### src/sv/ibcg_pkg.sv
// Shared constants, types and codes of the icon blitter.
// Used by every module of the block; depends on nothing.
package ibcg_pkg;

  localparam int SCREEN_W  = 240;
  localparam int SCREEN_H  = 160;
  localparam int ICON_SIZE = 32;

  // Icon position counters: column and row, each indexes 0 .. ICON_SIZE-1
  localparam int POS_W = (ICON_SIZE > 2) ? $clog2(ICON_SIZE) : 1;

  // Signed width for origin plus offset; covers 511 + 31 and -512
  localparam int COORD_W = 12;

  localparam int ORIGIN_W = 10;
  localparam int PIXEL_W  = 16;
  localparam int COLOR_W  = 15;
  localparam int CHAN_W   = 5;
  localparam int SCR_W    = 8;

  // Luma weights, sum scaled by 256
  localparam int LUMA_R = 77;
  localparam int LUMA_G = 150;
  localparam int LUMA_B = 29;
  localparam int LUMA_W = 13;
  // Dim factor 5/8
  localparam int DIM_MUL = 5;
  localparam int DIM_W   = 8;

  typedef enum logic [1:0] {
    MODE_COPY = 2'd0,
    MODE_GREY = 2'd1,
    MODE_HALF = 2'd2
  } mode_e;

  typedef struct packed {
    logic             we;
    logic [SCR_W-1:0] x;
    logic [SCR_W-1:0] y;
  } place_t;

endpackage

### src/sv/ibcg_grey.sv
// Color path of the icon blitter: copy or dimmed integer-luma grey.
// Depends on ibcg_pkg.
module ibcg_grey (
  input  logic [ibcg_pkg::PIXEL_W-1:0] pixel_i,
  input  logic [1:0]                   mode_i,
  output logic [ibcg_pkg::COLOR_W-1:0] color_o
);

  logic [ibcg_pkg::CHAN_W-1:0] red;
  logic [ibcg_pkg::CHAN_W-1:0] green;
  logic [ibcg_pkg::CHAN_W-1:0] blue;
  logic [ibcg_pkg::LUMA_W-1:0] luma_sum;
  logic [ibcg_pkg::CHAN_W-1:0] luma;
  logic [ibcg_pkg::DIM_W-1:0]  dim_prod;
  logic [ibcg_pkg::CHAN_W-1:0] dim;

  assign red   = pixel_i[4:0];
  assign green = pixel_i[9:5];
  assign blue  = pixel_i[14:10];

  always_comb begin
    luma_sum = ibcg_pkg::LUMA_W'(red)   * ibcg_pkg::LUMA_W'(ibcg_pkg::LUMA_R)
             + ibcg_pkg::LUMA_W'(green) * ibcg_pkg::LUMA_W'(ibcg_pkg::LUMA_G)
             + ibcg_pkg::LUMA_W'(blue)  * ibcg_pkg::LUMA_W'(ibcg_pkg::LUMA_B);
    luma     = luma_sum[ibcg_pkg::LUMA_W-1:8];
    dim_prod = ibcg_pkg::DIM_W'(luma) * ibcg_pkg::DIM_W'(ibcg_pkg::DIM_MUL);
    dim      = dim_prod[ibcg_pkg::DIM_W-1:3];
  end

  always_comb begin
    unique case (mode_i)
      ibcg_pkg::MODE_GREY: color_o = {dim, dim, dim};
      default:             color_o = pixel_i[ibcg_pkg::COLOR_W-1:0];
    endcase
  end

endmodule

### src/sv/ibcg_place.sv
// Target placement of one icon pixel: offset, half-size subsample and clip.
// Depends on ibcg_pkg.
module ibcg_place (
  input  logic                                opaque_i,
  input  logic signed [ibcg_pkg::ORIGIN_W-1:0] origin_x_i,
  input  logic signed [ibcg_pkg::ORIGIN_W-1:0] origin_y_i,
  input  logic [1:0]                          mode_i,
  input  logic [ibcg_pkg::POS_W-1:0]          col_i,
  input  logic [ibcg_pkg::POS_W-1:0]          row_i,
  output ibcg_pkg::place_t                    place_o
);

  logic [ibcg_pkg::POS_W-1:0]          col_eff;
  logic [ibcg_pkg::POS_W-1:0]          row_eff;
  logic                                mode_ok;
  logic signed [ibcg_pkg::COORD_W-1:0] tx;
  logic signed [ibcg_pkg::COORD_W-1:0] ty;
  logic                                on_screen;

  always_comb begin
    col_eff = col_i;
    row_eff = row_i;
    mode_ok = 1'b1;
    unique case (mode_i)
      ibcg_pkg::MODE_COPY,
      ibcg_pkg::MODE_GREY: mode_ok = 1'b1;
      ibcg_pkg::MODE_HALF: begin
        // drop odd rows and columns, halve the offsets
        mode_ok = ~col_i[0] & ~row_i[0];
        col_eff = col_i >> 1;
        row_eff = row_i >> 1;
      end
      default: mode_ok = 1'b0;
    endcase
  end

  always_comb begin
    tx = ibcg_pkg::COORD_W'(origin_x_i) + $signed(ibcg_pkg::COORD_W'(col_eff));
    ty = ibcg_pkg::COORD_W'(origin_y_i) + $signed(ibcg_pkg::COORD_W'(row_eff));
    on_screen = (tx >= 0) && (tx < $signed(ibcg_pkg::COORD_W'(ibcg_pkg::SCREEN_W)))
             && (ty >= 0) && (ty < $signed(ibcg_pkg::COORD_W'(ibcg_pkg::SCREEN_H)));
    place_o.we = opaque_i & mode_ok & on_screen;
    place_o.x  = place_o.we ? tx[ibcg_pkg::SCR_W-1:0] : '0;
    place_o.y  = place_o.we ? ty[ibcg_pkg::SCR_W-1:0] : '0;
  end

endmodule

### src/sv/icon_blit_with_clip_and_grey.sv
// Icon blitter: RGB555 icon pixels, keyed by an opacity bit, to clipped screen writes.
// Each accepted input word passes the input register and then the result register to the output.
// Throughput: one word per cycle while the output is not stalled; the input register and the result register
// each hold one word, so input is taken while a finished result waits if the input register is empty.
// Reset: asynchronous, active low; clears valids and the icon position to (0, 0).
// Depends on ibcg_pkg, ibcg_place and ibcg_grey.
module icon_blit_with_clip_and_grey (
  input  logic                                clk_i,
  input  logic                                rst_ni,
  // input channel
  input  logic                                in_valid_i,
  output logic                                in_stall_o,
  input  logic [ibcg_pkg::PIXEL_W-1:0]        pixel_i,
  input  logic signed [ibcg_pkg::ORIGIN_W-1:0] origin_x_i,
  input  logic signed [ibcg_pkg::ORIGIN_W-1:0] origin_y_i,
  input  logic [1:0]                          mode_i,
  // output channel
  output logic                                out_valid_o,
  input  logic                                out_stall_i,
  output logic                                write_enable_o,
  output logic [ibcg_pkg::SCR_W-1:0]          screen_x_o,
  output logic [ibcg_pkg::SCR_W-1:0]          screen_y_o,
  output logic [ibcg_pkg::COLOR_W-1:0]        color_o,
  output logic                                icon_done_o
);

  localparam logic [ibcg_pkg::POS_W-1:0] PosLast = ibcg_pkg::POS_W'(ibcg_pkg::ICON_SIZE - 1);

  // Handshake control
  logic in_acc;
  logic s1_ready;
  logic out_ready;

  // Icon position counters, advance on every accepted word
  logic [ibcg_pkg::POS_W-1:0] col_q, col_d;
  logic [ibcg_pkg::POS_W-1:0] row_q, row_d;

  // Input register
  logic                                s1_valid_q, s1_valid_d;
  logic [ibcg_pkg::PIXEL_W-1:0]        pixel_q;
  logic signed [ibcg_pkg::ORIGIN_W-1:0] ox_q;
  logic signed [ibcg_pkg::ORIGIN_W-1:0] oy_q;
  logic [1:0]                          mode_q;
  logic [ibcg_pkg::POS_W-1:0]          s1_col_q;
  logic [ibcg_pkg::POS_W-1:0]          s1_row_q;

  // Combinational work between the registers
  ibcg_pkg::place_t             place;
  logic [ibcg_pkg::COLOR_W-1:0] color_raw;
  logic                         done_d;

  // Result register
  logic                         out_valid_q;
  logic                         we_q;
  logic [ibcg_pkg::SCR_W-1:0]   sx_q;
  logic [ibcg_pkg::SCR_W-1:0]   sy_q;
  logic [ibcg_pkg::COLOR_W-1:0] color_q;
  logic                         done_q;

  // The result register frees when empty or when its word leaves this cycle;
  // the input register frees when empty or when its word moves on.
  assign out_ready  = ~out_valid_q | ~out_stall_i;
  assign s1_ready   = ~s1_valid_q | out_ready;
  assign in_stall_o = ~s1_ready;
  assign in_acc     = in_valid_i & s1_ready;

  // Advance the column, wrap to the next row, wrap the icon after the last pixel
  always_comb begin
    col_d = col_q;
    row_d = row_q;
    if (in_acc) begin
      if (col_q == PosLast) begin
        col_d = '0;
        row_d = (row_q == PosLast) ? '0 : row_q + 1'b1;
      end else begin
        col_d = col_q + 1'b1;
      end
    end
  end

  always_comb begin
    if (in_acc) begin
      s1_valid_d = 1'b1;
    end else if (out_ready) begin
      s1_valid_d = 1'b0;
    end else begin
      s1_valid_d = s1_valid_q;
    end
  end

  always_ff @(posedge clk_i or negedge rst_ni) begin
    if (!rst_ni) begin
      col_q       <= '0;
      row_q       <= '0;
      s1_valid_q  <= 1'b0;
      out_valid_q <= 1'b0;
    end else begin
      col_q      <= col_d;
      row_q      <= row_d;
      s1_valid_q <= s1_valid_d;
      if (out_ready) begin
        out_valid_q <= s1_valid_q;
      end
    end
  end

  // Capture the input word with the position it belongs to
  always_ff @(posedge clk_i) begin
    if (in_acc) begin
      pixel_q  <= pixel_i;
      ox_q     <= origin_x_i;
      oy_q     <= origin_y_i;
      mode_q   <= mode_i;
      s1_col_q <= col_q;
      s1_row_q <= row_q;
    end
  end

  ibcg_place u_place (
    .opaque_i   (pixel_q[ibcg_pkg::PIXEL_W-1]),
    .origin_x_i (ox_q),
    .origin_y_i (oy_q),
    .mode_i     (mode_q),
    .col_i      (s1_col_q),
    .row_i      (s1_row_q),
    .place_o    (place)
  );

  ibcg_grey u_grey (
    .pixel_i (pixel_q),
    .mode_i  (mode_q),
    .color_o (color_raw)
  );

  // Flag the last pixel of the icon whether or not it is plotted
  assign done_d = (s1_col_q == PosLast) && (s1_row_q == PosLast);

  // Load the result when it is free; hold it while stalled
  always_ff @(posedge clk_i) begin
    if (out_ready && s1_valid_q) begin
      we_q    <= place.we;
      sx_q    <= place.x;
      sy_q    <= place.y;
      color_q <= place.we ? color_raw : '0;
      done_q  <= done_d;
    end
  end

  assign out_valid_o    = out_valid_q;
  assign write_enable_o = we_q;
  assign screen_x_o     = sx_q;
  assign screen_y_o     = sy_q;
  assign color_o        = color_q;
  assign icon_done_o    = done_q;

  // A plotted word always lands on the screen
  assert property (@(posedge clk_i) disable iff (!rst_ni)
    out_valid_o && write_enable_o |->
      (32'(screen_x_o) < ibcg_pkg::SCREEN_W) && (32'(screen_y_o) < ibcg_pkg::SCREEN_H))
    else $error("plotted pixel outside the screen");

  // An unplotted word carries zero fields
  assert property (@(posedge clk_i) disable iff (!rst_ni)
    out_valid_o && !write_enable_o |->
      (screen_x_o == '0) && (screen_y_o == '0) && (color_o == '0))
    else $error("unplotted pixel with nonzero fields");

  // The position wraps to the icon start after its last pixel
  assert property (@(posedge clk_i) disable iff (!rst_ni)
    in_acc && (col_q == PosLast) && (row_q == PosLast) |=> (col_q == '0) && (row_q == '0))
    else $error("icon position did not wrap");

  // Input stalls only when the input register holds a word that cannot move on
  assert property (@(posedge clk_i) disable iff (!rst_ni)
    in_stall_o |-> s1_valid_q && out_valid_q && out_stall_i)
    else $error("input stalled without a blocked word");

  // A word in the input register with room downstream reaches the output next
  assert property (@(posedge clk_i) disable iff (!rst_ni)
    s1_valid_q && out_ready |=> out_valid_o)
    else $error("word lost between input and result register");

endmodule
### config.mk
export PLATFORM = sky130hd
export DESIGN_NAME = icon_blit_with_clip_and_grey
export DESIGN_NICKNAME = d
export VERILOG_FILES = /design/src/sv/ibcg_pkg.sv /design/src/sv/ibcg_grey.sv /design/src/sv/ibcg_place.sv /design/src/sv/icon_blit_with_clip_and_grey.sv
export SDC_FILE = /design/constraint.sdc
export NUM_CORES = 1
export LEC_CHECK = 0
export ABC_AREA = 1
export BUFFER_PORTS_ARGS = -buffer_cell sky130_fd_sc_hd__buf_4
export CAP_MARGIN = 0
export CORE_MARGIN = 2
export CORE_UTILIZATION = 60
export CTS_CLUSTER_DIAMETER = 80
export CTS_CLUSTER_SIZE = 30
export DETAILED_ROUTE_END_ITERATION = 16
export GPL_TIMING_DRIVEN = 0
export PLACE_DENSITY = 0.82
export SYNTH_ARGS = -nofsm -noshare
export SYNTH_HDL_FRONTEND = slang
export SYNTH_SLANG_ARGS = --single-unit
### constraint.sdc
create_clock -name clk_i -period 18 [get_ports clk_i]
set_input_delay 0.9 -clock clk_i [delete_from_list [all_inputs] [get_ports clk_i]]
set_output_delay 0.9 -clock clk_i [all_outputs]
set_load 0.05 [all_outputs]
==> impl_metrics.ini, run 1 <==
[status]
outcome = finished clean

[detailed_routing]
vias_per_cell = 5.23
postRouteAntennaNets = 0
dr.pass1.iters = 5
via_count = 4564
drt_iter0_markers = 268
routedWlPerCell_um = 14.7
drc = 0
wl_um = 12800

[sta]
max_freq_mhz = 153
fin_crit_sh_pct = 36.2
finalCriticalPeriod_ns = 6.52
setup_tns_ns = 0
slew_viol_final = 0
tightest_slew_ns = 0.471
fin_skew_ns = 0.0157
final_hold_viol_count = 0
rsz0062_at_grt = no
max-slew-margin-rel_pct = 68.5
finalSetupViolations = 0

[die]
std_cell_rows = 37
die_y_um = 107
coreArea_um2 = 10300
die_area_um2 = 11400
ios = 77
die_x_um = 107
start_util_pct = 61.6

[global_route]
grtUsageTotal_pct = 24.2
grt_pass1_vias = 4596
grt_antenna_before_repair = 0
grt_pass1_wl_um = 21300
grt_overflow = 0
grt_max_degree = 40

[synth]
yosys_warnings = 0
syn_area_um2 = 6360
syn_inst = 642
synthMuxAreaShare_pct = 0
yosysSeqAreaShare_pct = 43.0
syn_nets = 788
synth_top_area_share_pct = 38.2
yosys.area_share.simple_pct = 14.7
synth-xor-area-share_pct = 2.75
synth-compound-area-share_pct = 6.49
synthAdderAreaFrac_pct = 24.5
synth_top_area_cell = edfxtp_1
synthDistinctLibCells = 39
synth_top_family_by_area = adder cells
ys_top_cells_by_area = edfxtp_1 38%, ha_1 14%, fa_1 11%
avgSynthCellArea_um2 = 9.91
synth_seq_cells = 93

[layout]
layout.cells.non_filler = 872
diodes = 0
fillers = 733
drive_gt1_share_pct = 16.6
area_growth_pct = 15.4
nNetsFinal = 877

[placed_design]
dp_cells = 856
port_buffers = 76
place_congestion = 0.942
dp_hpwl_um = 10500

[clocking]
clock_latency_ns = 0.37
cts_hold_buf = 0
cts_setup_buffers = 0
clock-sinks = 93
ctsResizeCount = 0
cts_tree = yes
clockRootBuffer = clkbuf_8
cts.reportedPaths.clkPinSlew_ns = 0.10
clockBufferDepth = 2
htreeDepth = 3
cts_made_buffers = 9

[power]
vdd_drop_max_mv = 0.119
p_per_area_nw_per_um2 = 168
leakage_uw = 0.00361
total_power_uw = 1240

[hold_path]
min_path_type = primary input to asynchronous set/reset pin

[worst_setup_path]
worst_ep_required_time_ns = 18.12
start_kind = flop
cp_max_fo = 7
worstPathArrival_ns = 6.64
end_kind = flop
ff2ff_path_depth = 33
cp_slowest_cell = edfxtp_1
max_stage_delay_ns = 0.55
critical_path_class = flop to flop
cp_common_cell = inv_1

[run]
timing.max_cap.violations = 0
## synthesized netlist by cell type (all sizes together)
cell	count
inv	135
nand2	129
edfxtp	81
ha	70
nor2	50
a21oi	38
fa	34
nand3	24
o21ai	15
xor2	13
dfrtp	12
xnor2	7
nor3	6
nand4	5
o21bai	4
a31oi	3
buf	3
clkbuf	2
nand3b	2
o21a	2
a211oi	1
a21boi	1
a21o	1
a22oi	1
nor4	1
o221ai	1
or2	1
## sequential cells by signal (all words and copies together), names as in the netlist, 8 cells and up
| signal | flops |
|---|---|
| oy_q | 10 |
| screen_x_o | 8 |
| pixel_q | 16 |
| ox_q | 10 |
| screen_y_o | 8 |
| color_o | 15 |
## through the flow
| step | setup WS [ns] | util (%) | hold slack [ns] | cell area, µm² |
|---|---|---|---|---|
| 3_3_place_gp | 11.64 | 68.8 | 0.437 | 7100 |
| 2_1_floorplan | 12.07 | - | 0.425 | 6360 |
| 6_report | 11.48 | 71.1 | 0.348 | 7340 |
| 4_1_cts | 11.49 | 71.1 | 0.344 | 7340 |
| 3_5_place_dp | 11.54 | 69.3 | 0.444 | 7150 |
| 5_1_grt | 11.03 | 71.1 | 0.337 | 7340 |
## final cells by class
class	count	area, µm²	share of cell area [%]
repair buffers	78	611	8.32
flip-flops and latches	93	2730	37.2
plain buffers	5	41.3	0.563
well taps	136	170	2.32
clock inverters	7	63.8	0.869
clock buffers	9	124	1.69
multi-input cells	409	3090	42.1
inverters	135	507	6.90
## cell families after synthesis
group,after synthesis
and+or+nand+nor,218
DFF,93
adders and majority gates,104
AOI/OAI and AO/OA,67
xor gates and xnor gates,20
buffers and inverters,140
## routing by layer
| metal | track usage [%] | share of wire [%] | vias to the layer above |
|---|---|---|---|
| met5 | 0 | 0 | - |
| met4 | 7.51 | 2.0 | 0 |
| met3 | 5.11 | 6.5 | 27 |
| met2 | 40.4 | 50 | 160 |
| met1 | 31.9 | 41 | 2123 |
| li1 | - | - | 2254 |
## path summary, 6_finish.rpt
path / startpoint / endpoint / slack (ns)
worst max register to register: pixel_q[9] / color_o[2] / 11.48
worst max-delay path: pixel_q[9] / color_o[2] / 11.48
worst min-delay path: rst_ni / row_q[0] / 0.35
worst min register to register: row_q[3] / s1_row_q[3] / 0.47
min in group clk_i: row_q[3] / s1_row_q[3] / 0.47
max in group asynchronous: rst_ni / out_valid_o / 17.48
## where the power goes
part	total, µW	internal, µW	switching (µW)
Combinational	814	313	501
Clock	135	53.5	81.2
Sequential	287	266	21.5
Total	1240	632	604
## placed cells by master (no fill, tap or decap), drive strengths merged
master / count
or2: 1
clkinv: 3
ha: 70
edfxtp: 81
o21a: 2
o21ai: 15
a31oi: 3
xnor2: 7
dfrtp: 12
o221ai: 1
a21boi: 1
nand4: 5
nand3: 24
nand2: 129
nor3: 6
a211oi: 1
nor2: 50
xor2: 13
o21bai: 4
nor4: 1
a21oi: 38
a22oi: 1
buf: 81
nand3b: 2
clkbuf: 11
inv: 139
fa: 34
a21o: 1
## critical path, delay by kind of cell (launching register included)
family / cells / cell delay, ns
fa+ha+maj: 8 / 3.29
simple gates: 12 / 1.10
flops: 1 / 0.55
buf+inv: 9 / 0.52
compound gates: 2 / 0.44
xor+xnor: 2 / 0.35
Note: power is estimated with default switching activity, not from simulation.
==> inputs of run 2 (changes only) <==
--- a/config.mk
+++ b/config.mk
@@ -5,16 +5,16 @@
 export SDC_FILE = /design/constraint.sdc
 export NUM_CORES = 1
 export LEC_CHECK = 0
-export ABC_AREA = 1
+export ABC_AREA = 0
 export BUFFER_PORTS_ARGS = -buffer_cell sky130_fd_sc_hd__buf_4
 export CAP_MARGIN = 0
 export CORE_MARGIN = 2
-export CORE_UTILIZATION = 60
+export CORE_UTILIZATION = 59
 export CTS_CLUSTER_DIAMETER = 80
 export CTS_CLUSTER_SIZE = 30
 export DETAILED_ROUTE_END_ITERATION = 16
 export GPL_TIMING_DRIVEN = 0
-export PLACE_DENSITY = 0.82
+export PLACE_DENSITY = 0.81
 export SYNTH_ARGS = -nofsm -noshare
 export SYNTH_HDL_FRONTEND = slang
 export SYNTH_SLANG_ARGS = --single-unit
==> constraint.sdc (replaced) <==
create_clock -name clk_i -period 6.1 [get_ports clk_i]
set_input_delay 0.305 -clock clk_i [delete_from_list [all_inputs] [get_ports clk_i]]
set_output_delay 0.305 -clock clk_i [all_outputs]
set_load 0.05 [all_outputs]
==> impl_metrics.ini, run 2 <==
[global_route]
grt_max_degree = 36
grt_antenna_before_repair = 0
grt_pass1_vias = 4706
grtUsageTotal_pct = 25.4
grt_pass1_wl_um = 22400
grt_overflow = 0

[sta]
finalSetupViolations = 12
tightest_slew_ns = 0.567
layout_setup_ws_ns = -0.463
fin_skew_ns = 0.0150
whs_ns = 0.0975
max-slew-margin-rel_pct = 62.2
rsz0062_at_grt = yes
max_freq_mhz = 152
final_hold_viol_count = 0
slew_viol_final = 0
fin_crit_sh_pct = 108
finalCriticalPeriod_ns = 6.56

[worst_setup_path]
reg2reg_to = color_o[14]
ff2ff_path_depth = 24
critical_path_class = flop to flop
cp_max_fo = 5
cp_common_cell = ha_4
worstPathArrival_ns = 6.78
worst_ep_required_time_ns = 6.32
cp_slowest_cell = fa_1
max_stage_delay_ns = 0.55
start_kind = flop
end_kind = flop
r2r_setup_slack_ns = -0.46
path_cells = buf_4 > ha_2 > ha_2 > fa_1 > ha_4 > a31oi_1 > inv_1 > a21oi_1 > xnor2_1 > fa_1 > inv_1 > ha_1 > ha_1 > a21o_1 > and2_4 > or4_4 > a211oi_4 > ha_4 > ha_4 > inv_2 > fa_2 > or3_1 > a311o_1 > a21oi_1
r2r_start = pixel_q[9]

[clocking]
htreeDepth = 3
clockBufferDepth = 2
cts_tree = yes
clockRootBuffer = clkbuf_8
clock-sinks = 93
cts.reportedPaths.clkPinSlew_ns = 0.10
cts_made_buffers = 9
clock_latency_ns = 0.38

[status]
violations = negative setup slack
outcome = finished with violations

[detailed_routing]
wl_um = 14300
drc = 0
routedWlPerCell_um = 17.6
vias_per_cell = 5.69
dr.pass1.iters = 4
postRouteAntennaNets = 0
drt_iter0_markers = 194
via_count = 4621

[layout]
drive_gt1_share_pct = 30.9
final_common_cell = buf_4
diodes = 0
area_growth_pct = 24.5
layout.cells.non_filler = 812
top_register = pixel_q
final_cell_mix = 106 x buf_4, 81 x edfxtp_1, 80 x inv_1
nNetsFinal = 817
largest_reg_flops = 16
fillers = 686

[synth]
synth_seq_cells = 93
yosysMostFrequentCell = inv_1
syn_inst = 552
synthDistinctLibCells = 56
yosysSeqAreaShare_pct = 43.4
synthArstFlopShare_pct = 12.9
synth_top_area_cell = edfxtp_1
synth_top_area_share_pct = 38.6
ys.flop_type = edfxtp_1
syn_nets = 698
yosys_warnings = 0
synthTopCellsByCount = 86 x inv_1, 81 x edfxtp_1, 70 x ha_1
avgSynthCellArea_um2 = 11.4
syn_area_um2 = 6300
synth_edf_count = 81
ys_top_cells_by_area = edfxtp_1 39%, ha_1 14%, fa_1 11%

[placed_design]
dp_cells = 766
place_congestion = 0.846
dp_hpwl_um = 10500
port_buffers = 76

[hold_path]
min_path_type = primary input to flop
hold_path_depth = 1
hold_path.startpoint = pixel_i[0]
whs_endpoint = pixel_q[0]

[power]
leakage_uw = 0.00347
vdd_drop_max_mv = 0.644
p_per_area_nw_per_um2 = 589

[die]
die_area_um2 = 11500
ios = 77
coreArea_um2 = 10400
start_util_pct = 60.8
std_cell_rows = 37
die_x_um = 107
die_y_um = 107

[run]
timing.max_cap.violations = 0
run 2: report_power, final:
part           leakage, µW  switching, µW  internal, µW
clock            0.0000923            218           151
combinational      0.00244           1830          1600
sequential        0.000938           53.6           765
total              0.00347           2100          2520
run 2: how the worst max path moves through the flow:
stage	slack, ns	endpoint	from	cells after the start
4_1_cts	-0.27	color_o[14]	pixel_q[9]	23
6_report	-0.46	color_o[14]	pixel_q[9]	24
2_1_floorplan	-0.06	color_o[14]	pixel_q[9]	24
3_5_place_dp	-0.52	color_o[14]	pixel_q[9]	24
3_3_place_gp	-0.42	color_o[4]	pixel_q[9]	27
5_1_grt	-0.63	color_o[9]	pixel_q[7]	26
run 2: per-layer routing:
metal	vias up	share of wire (%)	global-route usage, %
met5	-	0	0
met4	0	1.8	6.32
met3	29	6.3	4.18
li1	2162	-	-
met2	182	52	44.3
met1	2248	40	33.5
run 2: per-stage QoR:
stage / total power, µW / setup slack (ns) / setup TNS, ns / util (%) / area, µm²
2_1_floorplan: 2790 / -0.0562 / -0.201 / - / 6430
3_3_place_gp: 3210 / -0.421 / -3.11 / 69.2 / 7170
3_5_place_dp: 3350 / -0.518 / -4.30 / 69.7 / 7220
4_1_cts: 4190 / -0.274 / -1.64 / 73.5 / 7620
5_1_grt: 4970 / -0.628 / -5.32 / 75.6 / 7840
6_report: 4620 / -0.463 / -3.09 / 75.6 / 7840
run 2: area by class of cell:
cell class / count / area [µm²] / area share (%)
clock buffer: 10 / 128 / 1.63
buffer: 6 / 27.5 / 0.351
sequential: 93 / 2730 / 34.8
timing repair buffer: 109 / 846 / 10.8
inverter: 87 / 327 / 4.16
multi-input combinational: 365 / 3570 / 45.5
tap: 136 / 170 / 2.17
clock inverter: 6 / 41.3 / 0.526
run 2: timing repair:
action / CTS / global route
hold endpoints to repair: 12 / 0
pin swaps: 19 / 28
endpoints found under the setup margin: 12 / 12
hold buffers: 1 / 0
gates resized for setup: 16 / 25
cloned: 0 / 0
setup buffers: 17 / 13
run 2: cell families after synthesis:
logic type      share of synthesized area, %
simple gates                            11.1
flops                                   43.4
mux                                     2.66
fa+ha+maj                               24.7
buf+inv                                 5.68
compound gates                          9.31
xor+xnor                                3.20
run 2: worst max-delay path, delay by kind of cell (launching register included):
family | cells | cell delay (ns)
fa+ha+maj | 10 | 2.87
buf+inv | 4 | 0.36
xor+xnor | 1 | 0.24
compound gates | 6 | 1.42
flops | 1 | 0.45
simple gates | 3 | 1.06
==> inputs of run 3 (changes only) <==
--- a/config.mk
+++ b/config.mk
@@ -9,12 +9,12 @@
 export BUFFER_PORTS_ARGS = -buffer_cell sky130_fd_sc_hd__buf_4
 export CAP_MARGIN = 0
 export CORE_MARGIN = 2
-export CORE_UTILIZATION = 59
+export CORE_UTILIZATION = 54
 export CTS_CLUSTER_DIAMETER = 80
 export CTS_CLUSTER_SIZE = 30
 export DETAILED_ROUTE_END_ITERATION = 16
 export GPL_TIMING_DRIVEN = 0
-export PLACE_DENSITY = 0.81
+export PLACE_DENSITY = 0.78
 export SYNTH_ARGS = -nofsm -noshare
 export SYNTH_HDL_FRONTEND = slang
 export SYNTH_SLANG_ARGS = --single-unit
==> constraint.sdc (replaced) <==
create_clock -name clk_i -period 5.5 [get_ports clk_i]
set_input_delay 0.275 -clock clk_i [delete_from_list [all_inputs] [get_ports clk_i]]
set_output_delay 0.275 -clock clk_i [all_outputs]
set_load 0.05 [all_outputs]
==> impl_metrics.ini, run 3 (synthesis results as in run 2) <==
[clocking]
clock-sinks = 93
htreeDepth = 3
cts_made_buffers = 9
clock_latency_ns = 0.34
cts.reportedPaths.clkPinSlew_ns = 0.07
cts_tree = yes
clockRootBuffer = clkbuf_16
clockBufferDepth = 2

[detailed_routing]
routedWlPerCell_um = 17.7
vias_per_cell = 5.60
dr.pass1.iters = 4
via_count = 4640
drc = 0
postRouteAntennaNets = 0
wl_um = 14700
drt_iter0_markers = 277

[layout]
multi_input_area_um2 = 3630
top_register = pixel_q
area_growth_pct = 28.6
fillers = 745
final_util_pct = 71.0
final_common_cell = buf_4
drive_gt1_share_pct = 34.3
largest_reg_flops = 16
layout.cells.non_filler = 829
diodes = 0
final_cell_mix = 115 x buf_4, 81 x edfxtp_1, 77 x inv_1
regArea_um2 = 2730
nNetsFinal = 827

[sta]
layout_setup_ws_ns = -1.11
fin_skew_ns = 0.0139
tightest_slew_ns = 0.589
finalSetupViolations = 15
rsz0062_at_grt = yes
max_freq_mhz = 151
finalCriticalPeriod_ns = 6.61
max-slew-margin-rel_pct = 60.6
slew_viol_final = 0
fin_crit_sh_pct = 120
final_hold_viol_count = 0
setup_tns_ns = -11.29

[die]
std_cell_rows = 39
die_x_um = 112
die_area_um2 = 12500
start_util_pct = 55.2
coreArea_um2 = 11400
die_y_um = 112
ios = 77

[power]
total_power_uw = 5610
p_clk_share_pct = 10.4
leakage_uw = 0.00357
p_per_area_nw_per_um2 = 693
power_frac_seq_pct = 16.2
netSwitchingPower_uw = 2510
p_int_uw = 3100
vdd_drop_max_mv = 0.895
pwr-share-comb_pct = 73.4
p_sw_share_pct = 44.8

[placed_design]
post-place-ws_ns = -1.21
place_congestion = 0.956
port_buffers = 76
dp_hpwl_um = 10100
dp_cells = 773

[worst_setup_path]
r2r_start = pixel_q[8]
worst_ep_required_time_ns = 5.59
end_kind = flop
cp-startpoint = pixel_q[8]
worstPathArrival_ns = 6.70
max_stage_delay_ns = 0.53
start_kind = flop
cp_slowest_cell = or4_4
cp_max_fo = 5
path_buf_inv = 6
critical_path_class = flop to flop
cp_top_family = adder cells

[global_route]
grt_overflow = 0
grt_antenna_before_repair = 0
grt_pass1_vias = 4752
grtUsageTotal_pct = 23.0
grt_pass1_wl_um = 22700
grt_max_degree = 31

[hold_path]
hold_path.startpoint = origin_x_i[9]
min_path_type = primary input to flop

[status]
outcome = finished with violations
violations = negative setup slack

[run]
timing.max_cap.violations = 0
run 3: stage by stage:
| step | cell area, µm² | hold WS (ns) |
|---|---|---|
| global placement | 7180 | 0.126 |
| finish | 8100 | 0.109 |
| CTS | 7880 | 0.101 |
| detailed placement | 7240 | 0.131 |
| floorplan | 6430 | -0.0206 |
| global route | 8100 | 0.0997 |
run 3: repair_timing:
| item | in CTS | in global routing |
|---|---|---|
| hold endpoints to repair | 12 | 0 |
| endpoints found under the setup margin | 15 | 15 |
| gates resized for setup | 21 | 36 |
| setup buffers | 32 | 7 |
| pin swaps | 26 | 16 |
| hold buffers | 1 | 0 |
run 3: path summary, 6_finish.rpt:
path / cells past startpoint / to / slack (ns)
setup / recovery: 27 / color_o[9] / -1.11
min in group asynchronous: 2 / out_valid_o / 0.37
hold / removal: 1 / ox_q[9] / 0.11
max in group asynchronous: 2 / col_q[2] / 4.96
setup reg to reg: 27 / color_o[9] / -1.11
hold reg to reg: 0 / s1_col_q[4] / 0.48
run 3: worst register-to-register path: stages (launching register included):
cell      delay, ns
edfxtp_1       0.49
ha_4           0.32
inv_2          0.04
fa_1           0.50
inv_2          0.05
ha_4           0.24
nand3b_1       0.15
and2_4         0.22
inv_2          0.06
a31oi_4        0.20
xnor2_2        0.12
fa_1           0.51
inv_1          0.05
fa_1           0.49
inv_2          0.05
ha_4           0.24
a21oi_4        0.17
a21oi_2        0.07
or4_4          0.53
a211oi_4       0.29
ha_4           0.25
ha_4           0.16
inv_2          0.05
fa_2           0.26
nor3_1         0.07
a211oi_1       0.33
a311o_1        0.35
a21oi_2        0.08
run 3: metal layers:
layer	up-vias	part of all wire [%]	GRT usage (%)
met5	-	0	0
met4	0	2.9	7.89
met3	33	5.8	3.89
met2	174	51	40.0
met1	2246	40	29.6
li1	2187	-	-
run 3: power groups by stage:
stage                     Clock (µW)  Sequential, µW  Combinational [µW]
final                            584             910                4120
after CTS                        590             906                3560
after global routing             614             919                4400
after floorplan                    0             963                2160
after detailed placement           0             924                2810
after global placement             0             924                2710
run 3: final cells by class:
type | instances | area share (%)
Sequential cell | 93 | 33.7
Clock inverter | 7 | 0.679
Inverter | 87 | 4.03
Tap cell | 143 | 2.21
Multi-Input combinational cell | 365 | 44.7
Timing Repair Buffer | 118 | 11.4
Clock buffer | 9 | 2.78
Buffer | 7 | 0.479
